===== config.mk =====
export PLATFORM = sky130hd
export DESIGN_NAME = lwbc_ram
export DESIGN_NICKNAME = d
export VERILOG_FILES = /design/src/lwbc_ram.sv
export SDC_FILE = /design/constraint.sdc
export NUM_CORES = 1
export LEC_CHECK = 0
export ABC_AREA = 0
export BUFFER_PORTS_ARGS = -buffer_cell sky130_fd_sc_hd__buf_2
export CORE_MARGIN = 5
export CORE_UTILIZATION = 55
export DETAILED_ROUTE_END_ITERATION = 10
export GPL_ROUTABILITY_DRIVEN = 0
export PLACE_DENSITY = 0.72
export RECOVER_POWER = 100
export SYNTH_ARGS = -nofsm -noshare
export SYNTH_HDL_FRONTEND = slang
export SYNTH_SLANG_ARGS = --single-unit

===== constraint.sdc =====
create_clock -name clock -period 4.9 [get_ports clock]
set_clock_uncertainty 0.2 [all_clocks]
set_input_delay 0.245 -clock clock [delete_from_list [all_inputs] [get_ports clock]]
set_output_delay 0.245 -clock clock [all_outputs]
set_load 0.02 [all_outputs]

===== src/lwbc_ram.sv =====
// Generic simple dual-port RAM: one write port, one read port, registered read.
// No dependencies.
`default_nettype none

module lwbc_ram #(
   parameter int WIDTH = 8,
   parameter int DEPTH = 64
) (
   input  wire logic                                       clock,
   input  wire logic                                       wr_en,
   input  wire logic [((DEPTH > 1) ? $clog2(DEPTH) : 1)-1:0] wr_addr,
   input  wire logic [WIDTH-1:0]                           wr_data,
   input  wire logic [((DEPTH > 1) ? $clog2(DEPTH) : 1)-1:0] rd_addr,
   output logic      [WIDTH-1:0]                           rd_data
);

   logic [WIDTH-1:0] mem [DEPTH];
   logic [WIDTH-1:0] rd_data_ff;

   always_ff @(posedge clock) begin
      if (wr_en) begin
         mem[wr_addr] <= wr_data;
      end
      rd_data_ff <= mem[rd_addr];
   end

   assign rd_data = rd_data_ff;

endmodule

`default_nettype wire


==> impl_metrics.env, run 1 <==
export IMPL_synth_compound_area_frac=0.0207
export IMPL_start_util=0.554
export IMPL_cp_max_fo=70
export IMPL_async_flop_share=0
export IMPL_critical_path_class="in2reg"
export IMPL_grt_antenna_before_repair=1
export IMPL_synth_simple_gate_area_share=0.0339
export IMPL_synthAdderAreaFrac=0
export IMPL_synth_seq_area_share=0.770
export IMPL_postSynthAreaPerCell_sq_um=21.5
export IMPL_dieHeight_um=201
export IMPL_end_kind="flip-flop"
export IMPL_yosys_area_top_type_share=0.762
export IMPL_port_buffers=29
export IMPL_wl_per_cell_um=28.0
export IMPL_synth_ff_type="edfxtp_1"
export IMPL_post_route_drc_count=0
export IMPL_grt_usage=0.209
export IMPL_via_count=9477
export IMPL_worstHoldPathCells=4
export IMPL_finalNetCount=1012
export IMPL_yosysWarnings=0
export IMPL_clkTransAtPathRegs_ns=0.06
export IMPL_synthMuxAreaShare=0.159
export IMPL_grt_pass1_vias=9685
export IMPL_critPathBufInv=2
export IMPL_cp_top_family="buffers and inverters"
export IMPL_die_w_um=201
export IMPL_clock_latency_ns=0.57
export IMPL_synthCells=940
export IMPL_hold_violations=0
export IMPL_core_area_sq_mm=0.0364
export IMPL_core_rowCount=70
export IMPL_status="finished, violations left"
export IMPL_hp_class="in2reg"
export IMPL_hold_end="rd_data[4]"
export IMPL_wl_um=42000
export IMPL_path_cells="clkbuf_8, clkbuf_1, mux4_2, mux4_2, o21ai_0, o41ai_1"
export IMPL_rrSetupSlack_ns=2.67
export IMPL_r2r_end="rd_data[3]"
export IMPL_fill_cells=2541
export IMPL_synth_top_family_by_area="multiplexers"
export IMPL_grt_pass1_wl_um=62800
export IMPL_yosys_cell_count_top_type="edfxtp_1"
export IMPL_ant_nets=0
export IMPL_synth_common_cells="edfxtp_1 (512), mux4_2 (126), nor2_1 (83)"
export IMPL_top_level_ports=30
export IMPL_synth_xor_xnor_area_share=0
export IMPL_utilization=0.609
export IMPL_peakVddDrop_v=0.000269
export IMPL_maxSlewViolCount=520
export IMPL_synthToLayoutAreaGrowth_pct=10.1
export IMPL_min_period_ns=3.40
export IMPL_synth_largest_area_cell="edfxtp_1"
export IMPL_power_w=0.00892
export IMPL_synth_edf_count=512
export IMPL_seq_area_sq_mm=0.0155
export IMPL_worst_r2r_cell_count=4
export IMPL_cp_slowest_cell="clkbuf_1"
export IMPL_power_per_cell_area_mw_per_mm2=402
export IMPL_min_from="rd_addr[4]"
export IMPL_cts_resized_gates=0
export IMPL_fmax_mhz=294
export IMPL_drt_iter0_markers=1117
export IMPL_leakage_nw=6.83
export IMPL_root_buffer="clkbuf_16"
export IMPL_tightest_slew_ns=2.97
export IMPL_timing_critical_path_mode_cell="mux4_2"
export IMPL_drive_gt1_frac=0.224
export IMPL_multi_input_area_sq_mm=0.00432
export IMPL_period_share=0.694
export IMPL_clockBufferDepth=3
export IMPL_failed_checks="max-capacitance violations, max-slew violations"
export IMPL_synthTopCellsByArea="edfxtp_1 (76%), mux4_2 (14%), nor2_1 (1.5%)"
export IMPL_cts_htree_levels=2
export IMPL_timing_rr_start="mem[0][3]"
export IMPL_synth_cell_types=40
export IMPL_cap_violations=8
export IMPL_dr_pass1_iters=6
export IMPL_slew_headroom=-0.982
export IMPL_dieArea_sq_mm=0.0406
export IMPL_cp_data_required_time_ns=5.12
export IMPL_whs_ns=0.117
export IMPL_critPathMaxStageDelay_ns=1.07
export IMPL_grt_start_max_net_pins=71
export IMPL_synth_area_sq_mm=0.0202
export IMPL_tns_ns=0
export IMPL_n_antenna_cell=0
export IMPL_cts_sinks=520
export IMPL_grt_overflow=0
export IMPL_final_setup_viol_count=0
export IMPL_start_kind="input port"
export IMPL_rsz0062_at_grt="false"
export IMPL_cts_buffers=50
export IMPL_synth_nets=962
export IMPL_setup_ws_ns=1.50
export IMPL_vias_per_cell=6.33
export IMPL_place_ws_ns=1.67
export IMPL_cp_arrival_ns=3.62
export IMPL_cts_tree="built"
export IMPL_ys_seq_elements=520
export IMPL_dp_hpwl_um=25100
worst min-delay path, delay by kind of cell:
family          cells  cell delay (ns)
buf+inv             1             0.16
compound gates      1             0.11
simple gates        1             0.05
mux                 1             0.25
power breakdown:
| part | internal (W) | switching (W) |
|---|---|---|
| registers | 0.00493 | 0.0000167 |
| logic | 0.000160 | 0.000278 |
| clock network | 0.00198 | 0.00155 |
| total | 0.00708 | 0.00184 |
worst max path at each step:
stage | start | end | slack [ns] | depth (start not counted)
after global placement | rd_addr[0] | rd_data[5] | 1.69 | 6
after floorplan | rd_addr[1] | rd_data[3] | 2.79 | 7
final | rd_addr[0] | rd_data[5] | 1.50 | 6
after detailed placement | rd_addr[0] | rd_data[5] | 1.67 | 6
after CTS | rd_addr[0] | rd_data[5] | 2.25 | 6
after global routing | rd_addr[0] | rd_data[5] | 1.20 | 6
cell type report:
cell class | count | area share
Sequential cell | 520 | 0.700
Multi-Input combinational cell | 369 | 0.194
Clock buffer | 71 | 0.0613
Tap cell | 468 | 0.0264
Timing Repair Buffer | 49 | 0.0126
Clock inverter | 21 | 0.00575
logic make-up (layout without fill, tap and decap cells):
family                 after synthesis  count (layout)
multiplexers                       162             162
buffers and inverters               51             141
flip-flops                         520             520
AO/OA/AOI/OAI                       54              54
AND/OR/NAND/NOR                    153             153
sequential cells by signal (all words and copies together), names as in the netlist:
name,count
mem,512
rd_data,8
metrics by stage:
| step | instance area [sq um] | cells |
|---|---|---|
| 2_1_floorplan | 20200 | 940 |
| 3_3_place_gp | 20700 | 1403 |
| 3_5_place_dp | 20700 | 1403 |
| 4_1_cts | 22200 | 1498 |
| 5_1_grt | 22200 | 1498 |
| 6_report | 22200 | 1498 |
timing repair:
action	4_1_cts	5_1_grt
setup buffers	0	0
endpoints found under the hold margin	8	0
hold buffers	3	0
per-layer routing:
layer,global-route usage,share of wire,up-vias
li1,-,-,4020
met1,0.310,0.42,4946
met2,0.322,0.48,447
met3,0.0446,0.081,62
met4,0.0552,0.021,2
met5,0,0.00026,-
layout by cell type (no fill, tap or decap), drive strengths merged, types with 3 or more instances in the layout:
| master | synthesis | layout |
|---|---|---|
| mux4 | 126 | 126 |
| o2bb2ai | 3 | 3 |
| nor2b | 14 | 14 |
| mux2 | 13 | 13 |
| o2111ai | 3 | 3 |
| a22oi | 3 | 3 |
| clkinv | 0 | 17 |
| o221ai | 8 | 8 |
| a21oi | 3 | 3 |
| nor2 | 83 | 83 |
| nand3 | 13 | 13 |
| a221oi | 6 | 6 |
| dfxtp | 8 | 8 |
| clkbuf | 17 | 92 |
| nand3b | 3 | 3 |
| edfxtp | 512 | 512 |
| dlygate4sd3 | 0 | 3 |
| o22ai | 8 | 8 |
| buf | 34 | 25 |
| nand2b | 7 | 7 |
| o21ai | 4 | 4 |
| nor3 | 7 | 7 |
| mux2i | 23 | 23 |
| nand2 | 19 | 19 |
| a211oi | 4 | 4 |
No activity file was read; power rests on OpenSTA's default activity.
==> inputs of run 2 (changes only) <==
--- a/config.mk
+++ b/config.mk
@@ -5,7 +5,7 @@
 export SDC_FILE = /design/constraint.sdc
 export NUM_CORES = 1
 export LEC_CHECK = 0
-export ABC_AREA = 0
+export ABC_AREA = 1
 export BUFFER_PORTS_ARGS = -buffer_cell sky130_fd_sc_hd__buf_2
 export CORE_MARGIN = 5
 export CORE_UTILIZATION = 55
==> constraint.sdc (replaced) <==
create_clock -name clock -period 3.5 [get_ports clock]
set_clock_uncertainty 0.2 [all_clocks]
set_input_delay 0.175 -clock clock [delete_from_list [all_inputs] [get_ports clock]]
set_output_delay 0.175 -clock clock [all_outputs]
set_load 0.02 [all_outputs]
==> run 2 against run 1 <==
  * Non-clock buffer count up 83
  * The flow still finishes with violations (max-capacitance violations, max-slew violations)
  * Largest cell class unchanged
  * Flip-flop and latch count unchanged
  * Final area rose by 6.6%
  * Combinational power up 86%
  * Final cell count grew 63%
  * Routed wire length up 28%
  * Area after synthesis increased by 5.8%
  * Power rose by 50%
  * First-iteration DRC count increased by 66%
  * Critical path depth increased by 8
==> impl_metrics.env, run 2 <==
export IMPL_status="finished, violations left"
export IMPL_failed_checks="max-capacitance violations, max-slew violations"
export IMPL_leakage_nw=8.44
export IMPL_drive_gt1_frac=0.0579
export IMPL_yosys_area_top_type_share=0.720
export IMPL_cts_buffers=52
export IMPL_power_per_cell_area_mw_per_mm2=566
export IMPL_async_flop_share=0
export IMPL_clock_latency_ns=0.59
export IMPL_synth_top_family_by_area="simple AND/OR/NAND/NOR gates"
export IMPL_synth_seq_area_share=0.728
export IMPL_cts_resized_gates=0
export IMPL_drt_iter0_markers=1851
export IMPL_synthTopCellsByArea="edfxtp_1 (72%), nand2_1 (11%), nand3_1 (10%)"
export IMPL_cp_max_fo=63
export IMPL_synth_largest_area_cell="edfxtp_1"
export IMPL_min_period_ns=2.84
export IMPL_wl_per_cell_um=22.0
export IMPL_grt_pass1_wl_um=81400
export IMPL_root_buffer="clkbuf_16"
export IMPL_peakVddDrop_v=0.000446
export IMPL_synth_area_sq_mm=0.0213
export IMPL_synth_edf_count=512
export IMPL_synth_xor_xnor_area_share=0
export IMPL_worstHoldPathCells=6
export IMPL_grt_antenna_before_repair=1
export IMPL_synth_common_cells="nand2_1 (648), edfxtp_1 (512), nand3_1 (439)"
export IMPL_path_cells="clkbuf_8, inv_6, buf_12, buf_4, nand2_1, nand3_1, nand3_1, nand2_1, nand2_1, nand3_1, nand3_1, dlygate4sd3_1, nand2_1, dlygate4sd3_1"
export IMPL_synthAdderAreaFrac=0
export IMPL_cts_tree="built"
export IMPL_port_buffers=29
export IMPL_critical_path_class="in2reg"
export IMPL_start_util=0.553
export IMPL_cp_slowest_cell="dlygate4sd3_1"
export IMPL_hold_violations=0
export IMPL_largest_reg_flops=512
export IMPL_most_common_layout_cells="nand2_1 (648), edfxtp_1 (512), nand3_1 (439)"
export IMPL_synth_ff_type="edfxtp_1"
export IMPL_tns_ns=0
export IMPL_cap_violations=5
export IMPL_cp_arrival_ns=3.17
export IMPL_end_kind="flip-flop"
export IMPL_postCtsHoldBufs=13
export IMPL_period_share=0.810
export IMPL_synth_nets=1827
export IMPL_worst_r2r_cell_count=10
export IMPL_clockBufferDepth=3
export IMPL_dieHeight_um=207
export IMPL_core_area_sq_mm=0.0386
export IMPL_clkTransAtPathRegs_ns=0.06
export IMPL_maxSlewViolCount=210
export IMPL_post_route_drc_count=0
export IMPL_dieArea_sq_mm=0.0428
export IMPL_synth_cell_types=16
export IMPL_cts_setup_buffers=0
export IMPL_dr_pass1_iters=5
export IMPL_via_count=14352
export IMPL_utilization=0.614
export IMPL_synthCells=1805
export IMPL_synthToLayoutAreaGrowth_pct=10.9
export IMPL_cp_data_required_time_ns=3.83
export IMPL_synth_simple_gate_area_share=0.232
export IMPL_synth_compound_area_frac=0
export IMPL_top_level_ports=30
export IMPL_postSynthAreaPerCell_sq_um=11.8
export IMPL_synthMuxAreaShare=0
export IMPL_yosysWarnings=0
export IMPL_vias_per_cell=5.89
export IMPL_hp_class="in2reg"
export IMPL_cts_sinks=520
export IMPL_rrSetupSlack_ns=0.89
export IMPL_die_w_um=207
export IMPL_grt_overflow=0
export IMPL_largest_register="mem"
export IMPL_tightest_slew_ns=2.68
export IMPL_fmax_mhz=353
export IMPL_ant_nets=0
export IMPL_grt_start_max_net_pins=136
export IMPL_core_rowCount=72
export IMPL_start_kind="input port"
export IMPL_finalNetCount=1900
export IMPL_rsz0062_at_grt="false"
export IMPL_final_setup_viol_count=0
export IMPL_critPathMaxStageDelay_ns=0.58
export IMPL_grt_pass1_vias=13716
export IMPL_layout_commonest_cell="nand2_1"
export IMPL_wl_um=53700
export IMPL_ys_seq_elements=520
export IMPL_cts_htree_levels=2
export IMPL_slew_headroom=-0.784
export IMPL_dp_hpwl_um=30900
export IMPL_yosys_cell_count_top_type="nand2_1"
export IMPL_grt_usage=0.253
-- run 2: changes by cell type in the layout (fill, tap and decap cells not counted), sizes merged, moves of 10 or more --
cell	previous run	this run
nand2	19	648
nor2b	14	0
nand3	13	439
nor2	83	56
clkbuf	92	160
dlygate4sd3	3	13
mux4	126	0
mux2	13	0
inv	1	12
mux2i	23	0
-- run 2: cell type report --
type,instances,area [sq um]
Sequential cell,520,15500
Fill cell,3109,14900
Multi-Input combinational cell,1160,4950
Antenna cell,1,2.50
Inverter,12,52.6
Tap cell,518,648
Timing Repair Buffer,132,744
Clock buffer,64,1420
Clock inverter,30,327
-- run 2: where the power goes --
group          leakage (nW)  total [W]  internal [W]  switching, W
Clock                 0.865    0.00566       0.00338       0.00229
Combinational          2.90   0.000813      0.000196      0.000617
Sequential             4.67    0.00692       0.00690     0.0000223
-- run 2: worst paths after layout --
path / end / start
max: rd_data[1] / rd_addr[0]
min: rd_data[3] / rd_addr[3]
max reg2reg: rd_data[1] / mem[54][1]
min reg2reg: rd_data[2] / mem[46][2]
-- run 2: cells by family (layout without fill, tap and decap cells) --
family / after synthesis / in the layout
simple gates: 1160 / 1160
buf+inv: 125 / 238
other cells: 0 / 1
flops: 520 / 520
-- run 2: critical path, delay by kind of cell --
kind | cells | cell delay [ns]
buf+inv | 6 | 2.31
simple gates | 8 | 0.61
-- run 2: per-layer routing --
metal	vias up	global-route usage	wire [um]
li1	6485	-	-
met1	6970	0.350	20800
met2	780	0.403	25700
met3	117	0.0517	5300
met4	0	0.0956	1910
met5	-	0	0
-- run 2: per-stage QoR --
step / std cells / setup WS [ns] / cell area (sq um) / total power, W / hold WS, ns
2_1_floorplan: 1805 / 1.36 / 21300 / 0.00754 / 0.0739
3_3_place_gp: 2329 / 1.09 / 22100 / 0.00784 / 0.357
3_5_place_dp: 2329 / 1.08 / 22100 / 0.00785 / 0.361
4_1_cts: 2436 / 0.761 / 24000 / 0.0135 / 0.0324
5_1_grt: 2437 / 0.544 / 23700 / 0.0138 / 0.129
6_report: 2437 / 0.664 / 23700 / 0.0134 / 0.106
